### src/hdl/radial_stick_dead_zone_unit_defines.svh
// Assertion macros shared by the radial stick dead-zone RTL.
`ifndef RADIAL_STICK_DEAD_ZONE_UNIT_DEFINES_SVH
`define RADIAL_STICK_DEAD_ZONE_UNIT_DEFINES_SVH

// Checked property, disabled while reset is high.
`define RSDZ_ASSERT(lbl, prop) \
   lbl: assert property (@(posedge clock) disable iff (reset) prop) \
      else $error("rsdz assertion failed");

// Checked property, also evaluated during reset.
`define RSDZ_ASSERT_RST(lbl, prop) \
   lbl: assert property (@(posedge clock) prop) \
      else $error("rsdz reset assertion failed");

`endif

### src/hdl/rsdz_pkg.sv
// Types and constants of the radial stick dead-zone datapath.
package rsdz_pkg;

   localparam int SAMPLE_BITS   = 16;
   localparam int OUT_FRAC_BITS = 15;
   localparam int MAG_FRAC      = 8;

   localparam int AW    = SAMPLE_BITS;
   localparam int DZW   = SAMPLE_BITS - 1;
   localparam int SQW   = 2 * SAMPLE_BITS - 1;
   localparam int SW    = 2 * SAMPLE_BITS;
   localparam int RW    = SW + 2 * MAG_FRAC;
   localparam int MW    = RW / 2;
   localparam int REMW  = MW + 3;
   localparam int DENW  = MW + DZW;
   localparam int NW    = AW + MW + OUT_FRAC_BITS;
   localparam int QW    = OUT_FRAC_BITS;
   localparam int OW    = OUT_FRAC_BITS + 1;
   localparam int CSRW  = 2;

   localparam logic [DZW-1:0] SAMPLE_MAX = {DZW{1'b1}};
   localparam logic [SW-1:0]  SAMPLE_MAX_SQ = SW'(SAMPLE_MAX) * SW'(SAMPLE_MAX);
   localparam logic [OW-1:0]  OUT_MIN = {1'b1, {(OW-1){1'b0}}};
   localparam logic [DZW-1:0] LEFT_DZ_RESET  = DZW'(7849);
   localparam logic [DZW-1:0] RIGHT_DZ_RESET = DZW'(8689);

   localparam logic [CSRW-1:0] CSR_LEFT_DZ  = CSRW'(0);
   localparam logic [CSRW-1:0] CSR_RIGHT_DZ = CSRW'(1);

   typedef struct packed {
      logic [AW-1:0]  ax;
      logic [AW-1:0]  ay;
      logic           xneg;
      logic           yneg;
      logic [DZW-1:0] dz;
      logic           dead;
      logic           clipped;
   } ctx_type;

   typedef struct packed {
      logic [REMW-1:0] rem;
      logic [MW-1:0]   root;
      logic [RW-1:0]   rad;
   } sq_type;

   typedef struct packed {
      logic [NW-1:0]   rem;
      logic [QW-1:0]   quo;
      logic [DENW-1:0] den;
   } div_type;

endpackage

### src/hdl/rsdz_div_cell.sv
// One quotient bit of the pipelined restoring divider.
module rsdz_div_cell
   import rsdz_pkg::*;
#(
   parameter int BIT_POS = 0
)
(
   input  logic    clock,
   input  logic    en,
   input  div_type dv_in,
   output div_type dv_out
);

   logic [NW-1:0] den_sh;
   div_type       dv_out_ff;
   div_type       dv_out_in;

   always_comb begin
      den_sh = NW'(dv_in.den) << BIT_POS;
      dv_out_in.den = dv_in.den;
      if (dv_in.rem >= den_sh) begin
         dv_out_in.rem = dv_in.rem - den_sh;
         dv_out_in.quo = {dv_in.quo[QW-2:0], 1'b1};
      end else begin
         dv_out_in.rem = dv_in.rem;
         dv_out_in.quo = {dv_in.quo[QW-2:0], 1'b0};
      end
   end

   always_ff @(posedge clock) begin
      if (en) begin
         dv_out_ff <= dv_out_in;
      end
   end

   assign dv_out = dv_out_ff;

endmodule

### config.mk
export PLATFORM = sky130hd
export DESIGN_NAME = rsdz_div_cell
export DESIGN_NICKNAME = d
export VERILOG_FILES = /design/src/hdl/radial_stick_dead_zone_unit_defines.svh /design/src/hdl/rsdz_pkg.sv /design/src/hdl/rsdz_div_cell.sv
export SDC_FILE = /design/constraint.sdc
export NUM_CORES = 1
export LEC_CHECK = 0
export BUFFER_PORTS_ARGS = -buffer_cell sky130_fd_sc_hd__buf_2
export CORE_MARGIN = 3
export CORE_UTILIZATION = 45
export CTS_CLUSTER_DIAMETER = 30
export DETAILED_ROUTE_END_ITERATION = 8
export PLACE_DENSITY = 0.73
export SETUP_SLACK_MARGIN = 0.3
export SLEW_MARGIN = 10
export SYNTH_ARGS = -nofsm -noshare
export SYNTH_HDL_FRONTEND = slang
export SYNTH_SLANG_ARGS = --single-unit
### constraint.sdc
create_clock -name clock -period 3.65 [get_ports clock]
set_input_delay 0.365 -clock clock [delete_from_list [all_inputs] [get_ports clock]]
set_output_delay 0.365 -clock clock [all_outputs]
set_load 0.005 [all_outputs]
After elaboration in Yosys (flattened, before gate mapping)

Index checks and enable logic that the tools add are counted.

Add/sub/neg operators: 1
Mux-type cells: 1
Magnitude comparators: 1

Operators by type and width:

| cell                                             | count |
|---|---|
| 70-bit 2-to-1 mux                                | 1 |
| 55-bit by 39-bit >= comparator with 1-bit output | 1 |
| 55-bit by 39-bit subtractor with 55-bit output   | 1 |

Bits of input ports: 111
Output and inout bits: 109
Logic and storage cells: 6
Register bits: 109

Longest topological paths before layout

Word-level depth: 2
Gate-level depth with buffers: 13

Worst setup path before layout

OpenSTA, ideal clock, no wires.

Kind: input-to-reg
From: input port dv_in[54] in the netlist's numbering
To: register dv_out_ff, in the netlist dv_out[102], data pin
Stages on the path: 13
Path slack: 0.637 ns
Arrival time: 2.751 ns
Required time: 3.388 ns
Setup time: 0.262 ns
Cell sequence: inv_1 -> ha_1 -> inv_1 -> fa_1 -> a21oi_1 -> o211ai_1 -> a21oi_1 -> a2111oi_0 -> o31ai_1 -> a21oi_1 -> or4b_4 -> nor3b_2 -> xor2_1

RTL lines:

| element              | RTL line            | RTL |
|---|---|---|
| start, declared      | rsdz_div_cell.sv:10 | `input div_type dv_in,` |
| end signal, assigned | rsdz_div_cell.sv:32 | `dv_out_ff <= dv_out_in;` |
| end, declared        | rsdz_div_cell.sv:15 | `div_type dv_out_ff;` |

==> results.py <==
metrics = {
    "die": {
        "rows": 43,
        "dieWidth_um": 126.4,
        "die_area_sq_um": 15970,
        "ios": 220,
        "core_area_sq_um": 14040,
        "die-height_um": 126.4,
        "initial_core_util_pct": 46.42,
    },
    "logic_synthesis": {
        "synth_mux_area_share_pct": 1.209,
        "synth_area_leader_cell": "edfxtp_1",
        "synth-seq-cells": 109,
        "yosys.area_share.simple_pct": 14.11,
        "ys_seq_area_share_pct": 50.21,
        "synth_cell_type_count": 58,
        "synthAdderAreaFrac_pct": 7.793,
        "syn-instance-count": 637,
        "synth_fp_nets": 788,
        "synth_top_flop_cell": "edfxtp_1",
        "synth_compound_area_share_pct": 15.45,
        "synth_top_family_by_area": "compound AO/OA/AOI/OAI gates",
        "synth_area_sq_um": 6519,
        "synth.yosys.warnings": 0,
        "synth_top_cell_area_share_pct": 50.21,
        "synth.top_cells.by_area": "edfxtp_1 (50%), ha_1 (7.5%), a21oi_1 (5.8%)",
        "synth_edf_count": 109,
        "synthArstFlopShare_pct": 0,
        "synth_xor_area_share_pct": 6.987,
        "syn_avg_cell_area_sq_um": 10.23,
    },
    "detailed_routing": {
        "drt-total-wl_um": 17240,
        "firstDrtPassIters": 5,
        "detail-route-antenna-nets": 0,
        "first_iter_violations": 414,
        "routedWlPerCell_um": 16.48,
        "vias": 5716,
        "drcViolationCount": 0,
        "vias_per_cell": 5.465,
    },
    "status": {
        "status": "complete, no violations",
    },
    "worst_setup_path": {
        "critical_path.endpoint_type": "flop",
        "startpoint_type": "input port",
        "crit_required_ns": 3.77,
        "cp.arrival_ns": 3.26,
        "worstPathMaxFanout": 3,
        "endpoint": "dv_out[102]",
        "critPathLaunch": "dv_in[54]",
        "critPathKind": "input port to flop",
    },
    "timing": {
        "fmaxAchievable_mhz": 318.1,
        "rsz0062_at_grt": "false",
        "period_share_pct": 86.12,
        "slew_headroom_pct": 54.18,
        "hold_viol": 0,
        "finalHoldWorstSlack_ns": 0.1734,
        "slew_viol_final": 0,
        "period_minus_slack_ns": 3.143,
        "setup_viol": 0,
        "finalSetupTns_ns": 0,
        "worstMarginPinSlew_ns": 0.6873,
    },
    "clocking": {
        "cts_tree": "done",
        "htree_levels": 3,
        "postCtsResizedCells": 0,
        "root_buffer": "clkbuf_16",
        "cts.path.max_buffers": 2,
        "hold_buffers": 0,
        "cts.sinks": 109,
        "post_cts_buffers": 0,
        "cts.clk_slew.worst_paths_ns": 0.08,
        "numCtsBuffers": 9,
    },
    "finish": {
        "layout.nets": 1011,
        "syn_to_final_growth_pct": 26.41,
        "final_util_pct": 58.68,
        "largest_reg_flops": 109,
        "drive_above_1_share_pct": 31.56,
        "fill_cells": 1248,
        "fin_cells": 1046,
    },
    "placement": {
        "dp_hpwl_um": 13530,
        "dp_cells": 1029,
        "place.gp.congestion": 0.8868,
        "io_buffer_count": 218,
    },
    "power_and_ir_drop": {
        "power_density_nw_per_um2": 417.4,
        "power_leakage_nw": 3.651,
        "max-vdd-ir-drop_uv": 208.7,
    },
    "grt": {
        "gr-total-overflow": 0,
        "grt.total_usage_pct": 21.04,
        "grt_pass1_vias": 5430,
        "grt_max_degree": 60,
        "grt_pass1_wl_um": 27130,
        "antenna_found_initial": 1,
    },
    "min_path": {
        "hp-class": "input port to flop",
    },
    "flow_run": {
        "maxCapViolations": 0,
    },
}
## report_power, final
group / leakage [nW] / total (W) / internal [W] / switching (W)
sequential: 1.07 / 0.00158 / 0.00155 / 0.0000320
clock: 0.155 / 0.00103 / 0.000549 / 0.000485
combinational: 2.43 / 0.000823 / 0.000372 / 0.000451
total: 3.65 / 0.00344 / 0.00247 / 0.000968
## synthesized netlist by cell type (3+ instances only)
cell type,number
a2111oi_0,3
a211oi_1,3
a21o_1,19
a21oi_1,76
a31oi_1,7
buf_1,4
clkbuf_1,22
edfxtp_1,109
ha_1,39
inv_1,45
mux2_2,7
nand2_1,48
nand2b_1,6
nand3_1,8
nand4_1,16
nor2_1,69
nor2b_1,3
nor3_1,14
nor4_1,7
o21a_1,6
o21ai_0,24
o31ai_1,3
or3_1,4
or4_1,3
xnor2_1,24
xor2_1,28
## how the worst min path moves through the flow
stage / startpoint / to / slack, ns / cells past startpoint
final: dv_in[42] / dv_out[43] / 0.17 / 1
after global routing: dv_in[52] / dv_out[53] / 0.16 / 1
after CTS: dv_in[52] / dv_out[53] / 0.17 / 1
after detailed placement: dv_in[45] / dv_out[46] / 0.54 / 1
after global placement: dv_in[49] / dv_out[50] / 0.54 / 1
after floorplan: dv_in[0] / dv_out[0] / 0.46 / 0
## kinds of logic (layout without fill, tap and decap cells)
| kind of cell | count (synthesis) | count (layout) |
|---|---|---|
| other | 0 | 1 |
| and+or+nand+nor | 192 | 192 |
| muxes | 7 | 7 |
| buffers and inverters | 73 | 301 |
| xor gates and xnor gates | 52 | 52 |
| AOI/OAI and AO/OA | 164 | 164 |
| DFF | 109 | 109 |
| adders and majority gates | 40 | 40 |
## layout by cell type, fill, tap and decap left out, types with 4 or more instances in the layout
master | Yosys | routed
nand4_1 | 16 | 16
buf_2 | 1 | 217
edfxtp_1 | 109 | 109
a21oi_1 | 76 | 76
a31oi_1 | 7 | 7
mux2_2 | 7 | 7
or3_1 | 4 | 4
buf_4 | 0 | 21
xor2_1 | 28 | 28
nor3_1 | 14 | 14
nor4_1 | 7 | 7
inv_1 | 45 | 45
nand2b_1 | 6 | 6
o21ai_0 | 24 | 24
clkbuf_16 | 0 | 9
nor2_1 | 69 | 69
xnor2_1 | 24 | 24
a21o_1 | 19 | 19
nand2_1 | 48 | 48
ha_1 | 39 | 39
o21a_1 | 6 | 6
nand3_1 | 8 | 8
## stage by stage
| stage | power (W) | instance area, sq um | setup WS, ns |
|---|---|---|---|
| 6_report | 0.003440 | 8240 | 0.5067 |
| 5_1_grt | 0.003613 | 8240 | 0.3016 |
| 4_1_cts | 0.003469 | 8238 | 0.4656 |
| 3_5_place_dp | 0.002428 | 7920 | 0.09585 |
| 3_3_place_gp | 0.002414 | 7920 | 0.1124 |
| 2_1_floorplan | 0.002058 | 6519 | 0.6370 |
## layer usage
| metal | part of all wire, % | track usage, % | routed length (um) | up-vias |
|---|---|---|---|---|
| li1 | - | - | - | 2776 |
| met3 | 6.8 | 3.326 | 1169 | 22 |
| met4 | 1.4 | 7.508 | 238 | 0 |
| met5 | 0 | 0 | 0 | - |
| met1 | 43 | 27.55 | 7333 | 2695 |
| met2 | 49 | 35.52 | 8500 | 223 |
## worst max-delay path: stages
cell and delay (ns):
buf_2 0.11, inv_1 0.05, ha_1 0.15, inv_1 0.06
fa_1 0.41, a21oi_1 0.28, o211ai_1 0.12, a21oi_1 0.24
a2111oi_0 0.19, o31ai_1 0.33, a21oi_1 0.13, or4b_4 0.54
nor3b_2 0.21, xor2_1 0.08
## layout make-up
| type | instances | area, sq um | area share [%] |
|---|---|---|---|
| Tap cell | 180 | 225.2 | 2.733 |
| Multi-Input combinational cell | 455 | 2969 | 36.03 |
| Inverter | 45 | 168.9 | 2.050 |
| Sequential cell | 109 | 3273 | 39.72 |
| Antenna cell | 1 | 2.502 | 0.03037 |
| Clock inverter | 7 | 92.59 | 1.124 |
| Clock buffer | 9 | 225.2 | 2.733 |
| Timing Repair Buffer | 240 | 1284 | 15.58 |
(Power assumes the default switching activity.)
