### src/hdl/radial_stick_dead_zone_unit_defines.svh
// Assertion macros shared by the radial stick dead-zone RTL.
`ifndef RADIAL_STICK_DEAD_ZONE_UNIT_DEFINES_SVH
`define RADIAL_STICK_DEAD_ZONE_UNIT_DEFINES_SVH

// Checked property, disabled while reset is high.
`define RSDZ_ASSERT(lbl, prop) \
   lbl: assert property (@(posedge clock) disable iff (reset) prop) \
      else $error("rsdz assertion failed");

// Checked property, also evaluated during reset.
`define RSDZ_ASSERT_RST(lbl, prop) \
   lbl: assert property (@(posedge clock) prop) \
      else $error("rsdz reset assertion failed");

`endif

### src/hdl/rsdz_pkg.sv
// Types and constants of the radial stick dead-zone datapath.
package rsdz_pkg;

   localparam int SAMPLE_BITS   = 16;
   localparam int OUT_FRAC_BITS = 15;
   localparam int MAG_FRAC      = 8;

   localparam int AW    = SAMPLE_BITS;
   localparam int DZW   = SAMPLE_BITS - 1;
   localparam int SQW   = 2 * SAMPLE_BITS - 1;
   localparam int SW    = 2 * SAMPLE_BITS;
   localparam int RW    = SW + 2 * MAG_FRAC;
   localparam int MW    = RW / 2;
   localparam int REMW  = MW + 3;
   localparam int DENW  = MW + DZW;
   localparam int NW    = AW + MW + OUT_FRAC_BITS;
   localparam int QW    = OUT_FRAC_BITS;
   localparam int OW    = OUT_FRAC_BITS + 1;
   localparam int CSRW  = 2;

   localparam logic [DZW-1:0] SAMPLE_MAX = {DZW{1'b1}};
   localparam logic [SW-1:0]  SAMPLE_MAX_SQ = SW'(SAMPLE_MAX) * SW'(SAMPLE_MAX);
   localparam logic [OW-1:0]  OUT_MIN = {1'b1, {(OW-1){1'b0}}};
   localparam logic [DZW-1:0] LEFT_DZ_RESET  = DZW'(7849);
   localparam logic [DZW-1:0] RIGHT_DZ_RESET = DZW'(8689);

   localparam logic [CSRW-1:0] CSR_LEFT_DZ  = CSRW'(0);
   localparam logic [CSRW-1:0] CSR_RIGHT_DZ = CSRW'(1);

   typedef struct packed {
      logic [AW-1:0]  ax;
      logic [AW-1:0]  ay;
      logic           xneg;
      logic           yneg;
      logic [DZW-1:0] dz;
      logic           dead;
      logic           clipped;
   } ctx_type;

   typedef struct packed {
      logic [REMW-1:0] rem;
      logic [MW-1:0]   root;
      logic [RW-1:0]   rad;
   } sq_type;

   typedef struct packed {
      logic [NW-1:0]   rem;
      logic [QW-1:0]   quo;
      logic [DENW-1:0] den;
   } div_type;

endpackage

### src/hdl/rsdz_sqrt_cell.sv
// One digit step of the pipelined integer square root.
module rsdz_sqrt_cell
   import rsdz_pkg::*;
(
   input  logic   clock,
   input  logic   en,
   input  sq_type sq_in,
   output sq_type sq_out
);

   logic [REMW-1:0] rem_sh;
   logic [REMW-1:0] trial;
   sq_type          sq_out_ff;
   sq_type          sq_out_in;

   always_comb begin
      rem_sh = {sq_in.rem[REMW-3:0], sq_in.rad[RW-1:RW-2]};
      trial  = {1'b0, sq_in.root, 2'b01};
      sq_out_in.rad = {sq_in.rad[RW-3:0], 2'b00};
      if (rem_sh >= trial) begin
         sq_out_in.rem  = rem_sh - trial;
         sq_out_in.root = {sq_in.root[MW-2:0], 1'b1};
      end else begin
         sq_out_in.rem  = rem_sh;
         sq_out_in.root = {sq_in.root[MW-2:0], 1'b0};
      end
   end

   always_ff @(posedge clock) begin
      if (en) begin
         sq_out_ff <= sq_out_in;
      end
   end

   assign sq_out = sq_out_ff;

endmodule

### config.mk
export PLATFORM = sky130hd
export DESIGN_NAME = rsdz_sqrt_cell
export DESIGN_NICKNAME = d
export VERILOG_FILES = /design/src/hdl/radial_stick_dead_zone_unit_defines.svh /design/src/hdl/rsdz_pkg.sv /design/src/hdl/rsdz_sqrt_cell.sv
export SDC_FILE = /design/constraint.sdc
export NUM_CORES = 1
export LEC_CHECK = 0
export BUFFER_PORTS_ARGS = -buffer_cell sky130_fd_sc_hd__buf_2
export CELL_PAD_IN_SITES_DETAIL_PLACEMENT = 2
export CELL_PAD_IN_SITES_GLOBAL_PLACEMENT = 2
export CORE_UTILIZATION = 30
export DETAILED_ROUTE_END_ITERATION = 10
export GPL_TIMING_DRIVEN = 0
export PLACE_DENSITY = 0.87
export SETUP_SLACK_MARGIN = 0.1
export SLEW_MARGIN = 10
export SYNTH_ARGS = -nofsm -noshare
export SYNTH_HDL_FRONTEND = slang
export SYNTH_SLANG_ARGS = --single-unit
### constraint.sdc
create_clock -name clock -period 3.2 [get_ports clock]
set_input_delay 0.64 -clock clock [delete_from_list [all_inputs] [get_ports clock]]
set_output_delay 0.64 -clock clock [all_outputs]
set_load 0.01 [all_outputs]
### Word-level counts from Yosys, hierarchy flattened

Index checks and enable logic that the tools add are counted.

| word-level totals | value |
|---|---|
| logic and storage cells | 6 |
| flip-flop bits (word level) | 97 |
| output and inout port bits | 99 |
| input port bits | 101 |

| cells by class | value |
|---|---|
| add/subtract/negate cells | 1 |
| multiplexer cells | 1 |
| order comparisons | 1 |

Operators with widths:

| cell | count |
|---|---|
| 2-to-1 mux 51 bit | 1 |
| >= comparator 27 x 26 -> 1 bit | 1 |
| subtractor 27 x 26 -> 27 bit | 1 |

### Longest topological paths before layout

Gate-level depths: netlist of the first run.

| logic depth | value |
|---|---|
| word-level depth | 2 |
| mapped depth | 13 |
| gate-level depth less buffers | 10 |

### Least setup slack after synthesis of the first run

Ideal clock, no wire load.

| path | value |
|---|---|
| path type | input to register |
| start point | in sq_in[65] in the netlist's numbering |
| end point | reg sq_out_ff, in the netlist sq_out[98], data pin |
| path slack | 0.420 ns |
| required time | 2.931 ns |
| stages on the path | 11 |
| buffers on the path | 1 |
| setup time | 0.269 ns |
| arrival time | 2.511 ns |
| cell sequence | inv_1 ha_1 buf_6 a21o_1 a21oi_2 o21bai_1 a211o_1 o211a_1 o21a_1 a2111oi_4 xor2_1 |

RTL lines:

| element | line | source |
|---|---|---|
| start, declared | rsdz_sqrt_cell.sv:7 | `input sq_type sq_in,` |
| end signal, assigned | rsdz_sqrt_cell.sv:31 | `sq_out_ff <= sq_out_in;` |
| end, declared | rsdz_sqrt_cell.sv:13 | `sq_type sq_out_ff;` |

==> results of run 1 <==
-- logic make-up (layout without fill, tap and decap cells) --
logic type,Yosys count,in the layout,share of synthesized area
AO/OA/AOI/OAI,101,101,0.1374
flip-flops,97,97,0.6221
AND/OR/NAND/NOR,79,79,0.08285
buffers and inverters,41,253,0.03902
adder cells (fa/ha/maj),26,26,0.06948
XOR/XNOR,22,22,0.04116
multiplexers,3,3,0.007215
other,1,2,0.0008009
-- cell usage after synthesis (3+ instances only) --
library cell	count
nand2_1	33
o21a_1	4
a21oi_1	27
nand4_1	4
edfxtp_1	97
o21ai_1	21
a31oi_1	4
xor2_1	9
inv_1	30
xnor2_1	13
nor2_1	11
ha_1	26
a21o_1	12
and2_1	3
buf_2	5
nand3_1	11
buf_4	4
o21ai_0	9
nand2b_1	3
o31ai_1	3
a211oi_1	4
-- how the worst max path moves through the flow --
| stage | startpoint | endpoint | slack (ns) |
|---|---|---|---|
| after detailed placement | sq_in[64] | sq_out[95] | -0.10 |
| after CTS | sq_in[64] | sq_out[95] | 0.27 |
| after floorplan | sq_in[65] | sq_out[98] | 0.42 |
| after global routing | sq_in[56] | sq_out[95] | 0.13 |
| after global placement | sq_in[58] | sq_out[94] | -0.12 |
| final | sq_in[64] | sq_out[82] | 0.29 |
-- metrics by stage --
stage | setup TNS [ns] | power (mW) | setup slack (ns) | util | instance area [um2]
after CTS | 0 | 3.432 | 0.2744 | 0.4087 | 6213
after global placement | -0.8583 | 2.308 | -0.1155 | 0.3879 | 5897
after detailed placement | -1.029 | 2.356 | -0.1032 | 0.3899 | 5927
final | 0 | 3.376 | 0.2940 | 0.4091 | 6220
after floorplan | 0 | 2.016 | 0.4198 | - | 4686
after global routing | 0 | 3.539 | 0.1342 | 0.4091 | 6220
-- per-layer routing --
| metal | vias up | global-route usage |
|---|---|---|
| met5 | - | 0 |
| met4 | 0 | 0.05952 |
| met3 | 13 | 0.03922 |
| met2 | 129 | 0.3316 |
| met1 | 1823 | 0.1979 |
| li1 | 1783 | - |
-- final cells by class --
type / count / share of cell area
plain buffers: 10 / 0.01066
clock buffers: 9 / 0.03621
clock inverters: 7 / 0.009857
inverters: 31 / 0.01871
multi-input cells: 233 / 0.2567
flip-flops and latches: 97 / 0.4683
well taps: 188 / 0.03782
repair buffers: 196 / 0.1617
-- where the power goes --
part / switching (mW) / internal, mW / total (mW) / leakage, nW
logic: 0.424 / 0.299 / 0.724 / 1.70
registers: 0.0341 / 1.56 / 1.59 / 0.949
clock network: 0.516 / 0.544 / 1.06 / 0.142
total: 0.974 / 2.40 / 3.38 / 2.79
==> flow_summary.yaml, run 1 <==
cts:
  cts_hold_buf: 0
  htree_levels: 3
  cts_tree: "yes"
  clk_pin_slew_ns: 0.07
  cts_max_path_buffers: 2
  cts_resized: 0
  cts_inserted_buffers: 9
  clock-sinks: 97
  root_buffer: "clkbuf_16"
  postCtsSetupBuffers: 0
placement:
  portBuffers: 195
  dp.cells: 755
  hpwlAfterDp_um: 11240
  place.gp.congestion: 0.7182
critical_path:
  crit_type: "in -> reg"
  worst-path-buf-inv: 4
  critical_path_depth: 12
  crit_fanout: 8
  critPathTopFamily: "simple AND/OR/NAND/NOR gates"
  crit_slowest_cell: "mux2_2"
  required_ns: 3.31
  end_kind: "flip-flop"
  cp.arrival_ns: 3.01
  cp_cell_sequence: "buf_2, inv_1, ha_1, buf_2, nand3_1, nor3_2, nand3_1, o21a_1, o21ai_1, nand2_2, inv_2, mux2_2"
  crit_path_start_kind: "primary input"
  critPathMaxStageDelay_ns: 0.37
power_and_ir_drop:
  p_leak_nw: 2.787
  powerDensity_nw_per_um2: 542.9
  ir_drop_uv: 213.0
timing:
  rsz0062_at_grt: "no"
  slew_headroom: 0.6186
  min_period_ns: 2.906
  period_share: 0.9081
  hold_ws_ns: 0.4566
  setup_viol: 0
  fmax_ghz: 0.3441
  slew_viol_final: 0
  hold_viol: 0
  worst_slew_pin_slew_ns: 0.5721
yosys:
  synth_top_area_share: 0.6221
  yosys.area.top_type: "edfxtp_1"
  syn_area_per_cell_um2: 12.65
  ys.flop_type: "edfxtp_1"
  synth_area_um2: 4682
  yosys_register_bits: 97
  syn_inst: 370
  yosys-top-cells-area: "edfxtp_1 62%, ha_1 6.9%, a21oi_1 2.9%"
  synth_enable_flop_cells: 97
  synthArstFlopShare: 0
  synth_seq_area_share: 0.6221
  yosys_warnings: 0
  synth_cell_types: 48
min_path:
  hp-start: "sq_in[14]"
  hold_class: "in -> reg"
  min_to: "sq_out[16]"
  hold_depth: 1
global_routing:
  grt_overflow: 0
  grt_pass1_wl_um: 21650
  antenna_found_initial: 0
  grt_pass1_vias: 4043
  groute.usage.overall: 0.1774
  grt_start_max_net_pins: 59
finish:
  multi_input_area_um2: 1597
  num-fill-cells: 1640
  final_nets: 705
  layout_common_cells: "199 x buf_2, 97 x edfxtp_1, 33 x nand2_1"
  final_common_cell: "buf_2"
  diodes: 0
  largest_reg_flops: 97
  stdcell_count: 771
  regArea_um2: 2913
  layout-drive-gt1-share: 0.3928
  syn_to_final_growth_pct: 32.84
route:
  dr.pass1.iters: 4
  vias_per_cell: 4.861
  routed.top_layer: "met4"
  route.met3.wl_um: 771
  totalWireLength_um: 14040
  wl_per_cell_um: 18.22
  drt-met1-wl_um: 5627
  dr_wl_met2_um: 7445
  drcViolationCount: 0
  first_iter_violations: 138
  vias: 3748
  ant_nets: 0
job:
  maxCapViolCount: 0
floorplan:
  die_w_um: 126.9
  row_count: 45
  die-area_um2: 16110
  start_util: 0.3080
  die_h_um: 126.9
  io_pins: 200
  core_area_um2: 15200
run_status:
  status: "complete, no violations"
Note: power is estimated with default switching activity, not from simulation.
==> run 2, diff against run 1 <==
--- a/config.mk
+++ b/config.mk
@@ -5,13 +5,14 @@
 export SDC_FILE = /design/constraint.sdc
 export NUM_CORES = 1
 export LEC_CHECK = 0
+export ABC_AREA = 1
 export BUFFER_PORTS_ARGS = -buffer_cell sky130_fd_sc_hd__buf_2
 export CELL_PAD_IN_SITES_DETAIL_PLACEMENT = 2
 export CELL_PAD_IN_SITES_GLOBAL_PLACEMENT = 2
-export CORE_UTILIZATION = 30
+export CORE_UTILIZATION = 28
 export DETAILED_ROUTE_END_ITERATION = 10
 export GPL_TIMING_DRIVEN = 0
-export PLACE_DENSITY = 0.87
+export PLACE_DENSITY = 0.86
 export SETUP_SLACK_MARGIN = 0.1
 export SLEW_MARGIN = 10
 export SYNTH_ARGS = -nofsm -noshare
==> flow_summary.yaml, run 2 <==
power_and_ir_drop:
  p_leak_nw: 3.579
  ir_drop_uv: 203.6
  powerDensity_nw_per_um2: 490.9
route:
  first_iter_violations: 136
  wl_per_cell_um: 16.22
  dr.pass1.iters: 4
  ant_nets: 0
  drcViolationCount: 0
  vias_per_cell: 4.508
  vias: 4806
  totalWireLength_um: 17290
floorplan:
  die-area_um2: 19720
  start_util: 0.2859
  die_h_um: 140.4
  core_area_um2: 18770
  row_count: 50
  die_w_um: 140.4
  io_pins: 200
timing:
  fmax_ghz: 0.4023
  slew_viol_final: 0
  fin_tns_setup_ns: 0
  hold_viol: 0
  setup_viol: 0
  slew_headroom: 0.6294
  min_period_ns: 2.486
  rsz0062_at_grt: "no"
  period_share: 0.7768
  worst_slew_pin_slew_ns: 0.5559
yosys:
  yosys.area.top_type: "edfxtp_1"
  synth_enable_flop_cells: 97
  syn_inst: 619
  synth_cell_types: 27
  synth_area_um2: 5366
  syn_area_per_cell_um2: 8.669
  ys.flop_type: "edfxtp_1"
  yosys_register_bits: 97
  synth_common_cells: "233 x nand2_1, 124 x inv_1, 97 x edfxtp_1, 36 x nor2_1, 31 x nand3_1"
  synth_seq_area_share: 0.5428
  yosysMostFrequentCell: "nand2_1"
  synthArstFlopShare: 0
  synth_top_area_share: 0.5428
  yosys-top-cells-area: "edfxtp_1 54%, nand2_1 16%, inv_1 8.7%"
  yosys_warnings: 0
critical_path:
  end_kind: "flip-flop"
  cp.arrival_ns: 2.59
  crit_type: "in -> reg"
  crit_fanout: 10
  critPathMaxStageDelay_ns: 0.36
  crit_slowest_cell: "ha_1"
  critPathMostFrequentCell: "nand2_1"
  required_ns: 3.30
  critPathTopFamily: "simple AND/OR/NAND/NOR gates"
  crit_path_start_kind: "primary input"
  cp_cell_sequence: "buf_2, inv_1, ha_1, nand2_1, inv_1, nand2_1, nand3_1, nand2_1, nand2_1, nand2_1, nand3_2, buf_4, nand3_1, nand2_1"
  worst-path-buf-inv: 4
finish:
  largest_reg_flops: 97
  layout-drive-gt1-share: 0.2800
  layout_common_cells: "233 x nand2_1, 195 x buf_2, 124 x inv_1"
  final_nets: 954
  diodes: 0
  final_common_cell: "nand2_1"
  fin_util: 0.3703
  syn_to_final_growth_pct: 29.49
  num-fill-cells: 2173
cts:
  cts_tree: "yes"
  root_buffer: "clkbuf_16"
  clock-sinks: 97
  cts_hold_buf: 0
  cts_max_path_buffers: 2
  htree_levels: 3
  cts_inserted_buffers: 9
  clk_pin_slew_ns: 0.08
  postCtsSetupBuffers: 0
  cts_resized: 0
run_status:
  status: "complete, no violations"
min_path:
  min_to: "sq_out[46]"
  hold_depth: 1
  hp-start: "sq_in[44]"
  hold_class: "in -> reg"
global_routing:
  antenna_found_initial: 0
  groute.usage.overall: 0.1786
  grt_pass1_vias: 5214
  grt_start_max_net_pins: 63
  grt_overflow: 0
  grt_pass1_wl_um: 27090
placement:
  hpwlAfterDp_um: 14170
  place.gp.congestion: 0.8140
  portBuffers: 195
job:
  maxCapViolCount: 0
## run 2: worst max-delay path by stage
stage               from          to  slack, ns  depth (start not counted)
6_report       sq_in[60]  sq_out[89]       0.71                         14
5_1_grt        sq_in[60]  sq_out[78]       0.58                         15
4_1_cts        sq_in[60]  sq_out[89]       0.67                         14
2_1_floorplan  sq_in[56]  sq_out[78]       0.94                         14
3_3_place_gp   sq_in[60]  sq_out[93]       0.39                         14
3_5_place_dp   sq_in[60]  sq_out[89]       0.29                         14
## run 2: kinds of logic after synthesis
logic type	after synthesis	share of synthesized area
buffers and inverters	133	0.09955
and+or+nand+nor	317	0.2390
adders and majority gates	26	0.06062
AOI/OAI and AO/OA	30	0.03287
xor gates and xnor gates	15	0.02448
DFF	97	0.5428
other	1	0.0006988
## run 2: area by class of cell
| cell class | count | area, um2 | share of cell area |
|---|---|---|---|
| Buffer | 7 | 61.31 | 0.008822 |
| Tap cell | 234 | 292.8 | 0.04213 |
| Clock inverter | 6 | 51.30 | 0.007382 |
| Timing Repair Buffer | 196 | 1006 | 0.1448 |
| Clock buffer | 10 | 229.0 | 0.03295 |
| Sequential cell | 97 | 2913 | 0.4192 |
| Inverter | 126 | 473.0 | 0.06806 |
| Multi-Input combinational cell | 390 | 1923 | 0.2767 |
## run 2: routing by layer
metal,track usage,wire length (um),vias to the layer above
li1,-,-,2353
met1,0.2046,7323,2300
met2,0.3332,8881,139
met3,0.03761,859,14
met4,0.04858,227,0
met5,0,0,-
## run 2: power breakdown
part	total, mW	leakage [nW]	switching [mW]	internal (mW)
combinational	0.780	2.50	0.489	0.291
sequential	1.58	0.949	0.0315	1.55
clock	1.05	0.127	0.513	0.538
total	3.41	3.58	1.03	2.38
## run 2: stage by stage
step / instances / area [um2] / hold slack [ns] / power, mW / worst slack, ns
4_1_cts: 1066 / 6949 / 0.4485 / 3.474 / 0.6734
3_5_place_dp: 1050 / 6669 / 0.8188 / 2.400 / 0.2941
6_report: 1066 / 6949 / 0.4607 / 3.412 / 0.7142
5_1_grt: 1066 / 6949 / 0.4459 / 3.593 / 0.5776
3_3_place_gp: 1049 / 6639 / 0.8164 / 2.356 / 0.3883
2_1_floorplan: 620 / 5370 / 0.7389 / 2.041 / 0.9393
==> run 3, diff against run 2 <==
==> constraint.sdc (replaced) <==
create_clock -name clock -period 2.3 [get_ports clock]
set_input_delay 0.46 -clock clock [delete_from_list [all_inputs] [get_ports clock]]
set_output_delay 0.46 -clock clock [all_outputs]
set_load 0.01 [all_outputs]
==> flow_summary.yaml, run 3 (same netlist as run 2, synthesis figures left out) <==
min_path:
  hold_class: "in -> reg"
placement:
  portBuffers: 195
  post_dp_cell_area_um2: 6669
  place.gp.congestion: 0.8140
  dp.cells: 1050
  hpwlAfterDp_um: 14170
floorplan:
  start_util: 0.2859
  row_count: 50
  die_w_um: 140.4
  io_pins: 200
  core_area_um2: 18770
  die-area_um2: 19720
  die_h_um: 140.4
power_and_ir_drop:
  clockPowerShare: 0.301
  switching_power_mw: 1.501
  seqPwrFrac: 0.450
  p_leak_nw: 3.628
  p_total_mw: 4.884
  switching_share: 0.3072
  power_frac_comb: 0.249
  intPower_mw: 3.384
  ir_drop_uv: 286.0
  powerDensity_nw_per_um2: 664.8
route:
  vias: 4868
  first_iter_violations: 158
  totalWireLength_um: 18300
  drcViolationCount: 0
  wl_per_cell_um: 17.10
  dr.pass1.iters: 4
  vias_per_cell: 4.550
  ant_nets: 0
global_routing:
  grt_pass1_vias: 5242
  grt_start_max_net_pins: 63
  grt_pass1_wl_um: 27340
  grt_overflow: 0
  antenna_found_initial: 0
  groute.usage.overall: 0.1805
finish:
  final_common_cell: "nand2_1"
  stdcell_count: 1070
  syn_to_final_growth_pct: 36.91
  final_nets: 958
  layout-drive-gt1-share: 0.3385
  design_area_um2: 7347
  regArea_um2: 2913
  num-fill-cells: 2127
  diodes: 0
  multi_input_area_um2: 2267
  largest_reg_flops: 97
  layout_common_cells: "221 x nand2_1, 194 x buf_2, 123 x inv_1"
  fin_util: 0.3915
timing:
  fmax_ghz: 0.4782
  worst_slew_pin_slew_ns: 0.5618
  setup_viol: 0
  hold_ws_ns: 0.2780
  slew_headroom: 0.6255
  rsz0062_at_grt: "no"
  min_period_ns: 2.091
  period_share: 0.9093
  slew_viol_final: 0
  hold_viol: 0
critical_path:
  crit_path_start_kind: "primary input"
  end_kind: "flip-flop"
  crit_fanout: 10
  required_ns: 2.52
  cp.arrival_ns: 2.31
  crit_type: "in -> reg"
run_status:
  status: "complete, no violations"
cts:
  clock-sinks: 97
  cts_tree: "yes"
  root_buffer: "clkbuf_16"
  htree_levels: 3
  cts_inserted_buffers: 9
  cts_max_path_buffers: 2
  clk_pin_slew_ns: 0.08
job:
  maxCapViolCount: 0
[run 3: path summary, 6_finish.rpt]
kind,from,to,slack [ns],cells past startpoint
setup / recovery,sq_in[60],sq_out[89],0.21,16
hold / removal,sq_in[44],sq_out[46],0.28,1
[run 3: final cells by class]
cell class                 count  share of cell area
multi-input combinational    390              0.3086
sequential                    97              0.3965
clock inverter                 6            0.006982
inverter                     126             0.06437
buffer                         7            0.009877
clock buffer                  10             0.03116
tap                          234             0.03985
timing repair buffer         200              0.1427
[run 3: worst max-delay path, stage by stage]
cell and delay (ns):
buf_2 0.11, inv_1 0.11, ha_4 0.23, nand2_2 0.12
inv_1 0.06, nand2_1 0.08, nand3_2 0.11, nand2_1 0.08
nand2_1 0.11, nand2_2 0.12, nand2_1 0.07, nor2_2 0.12
buf_6 0.17, buf_6 0.17, nand2_1 0.07, nand2_1 0.10
[run 3: repair_timing]
item,4_1_cts,5_1_grt
pin swaps,0,5
endpoints found under the hold margin,0,0
resized for setup,13,48
hold buffers,0,0
endpoints found under the setup margin,26,26
buffers inserted,3,1
[run 3: through the flow]
step	TNS [ns]	setup slack (ns)
floorplan	0	0.2193
global placement	-28.71	-0.3317
detailed placement	-9.014	-0.4259
CTS	0	0.1202
global route	0	0.06476
finish	0	0.2086
[run 3: metal layers]
layer / share of wire / track usage / vias up / routed length [um]
met3: 0.045 / 0.03726 / 14 / 825
met4: 0.012 / 0.04800 / 0 / 225
met5: 0 / 0 / - / 0
met1: 0.42 / 0.2066 / 2346 / 7620
met2: 0.53 / 0.3382 / 144 / 9632
li1: - / - / 2364 / -
[run 3: power by group through the flow]
stage	Combinational (mW)	Clock, mW	Sequential [mW]
6_report	1.21	1.47	2.20
4_1_cts	1.14	1.52	2.21
3_3_place_gp	1.05	0	2.23
3_5_place_dp	1.10	0	2.24
5_1_grt	1.34	1.57	2.22
2_1_floorplan	0.502	0	2.34
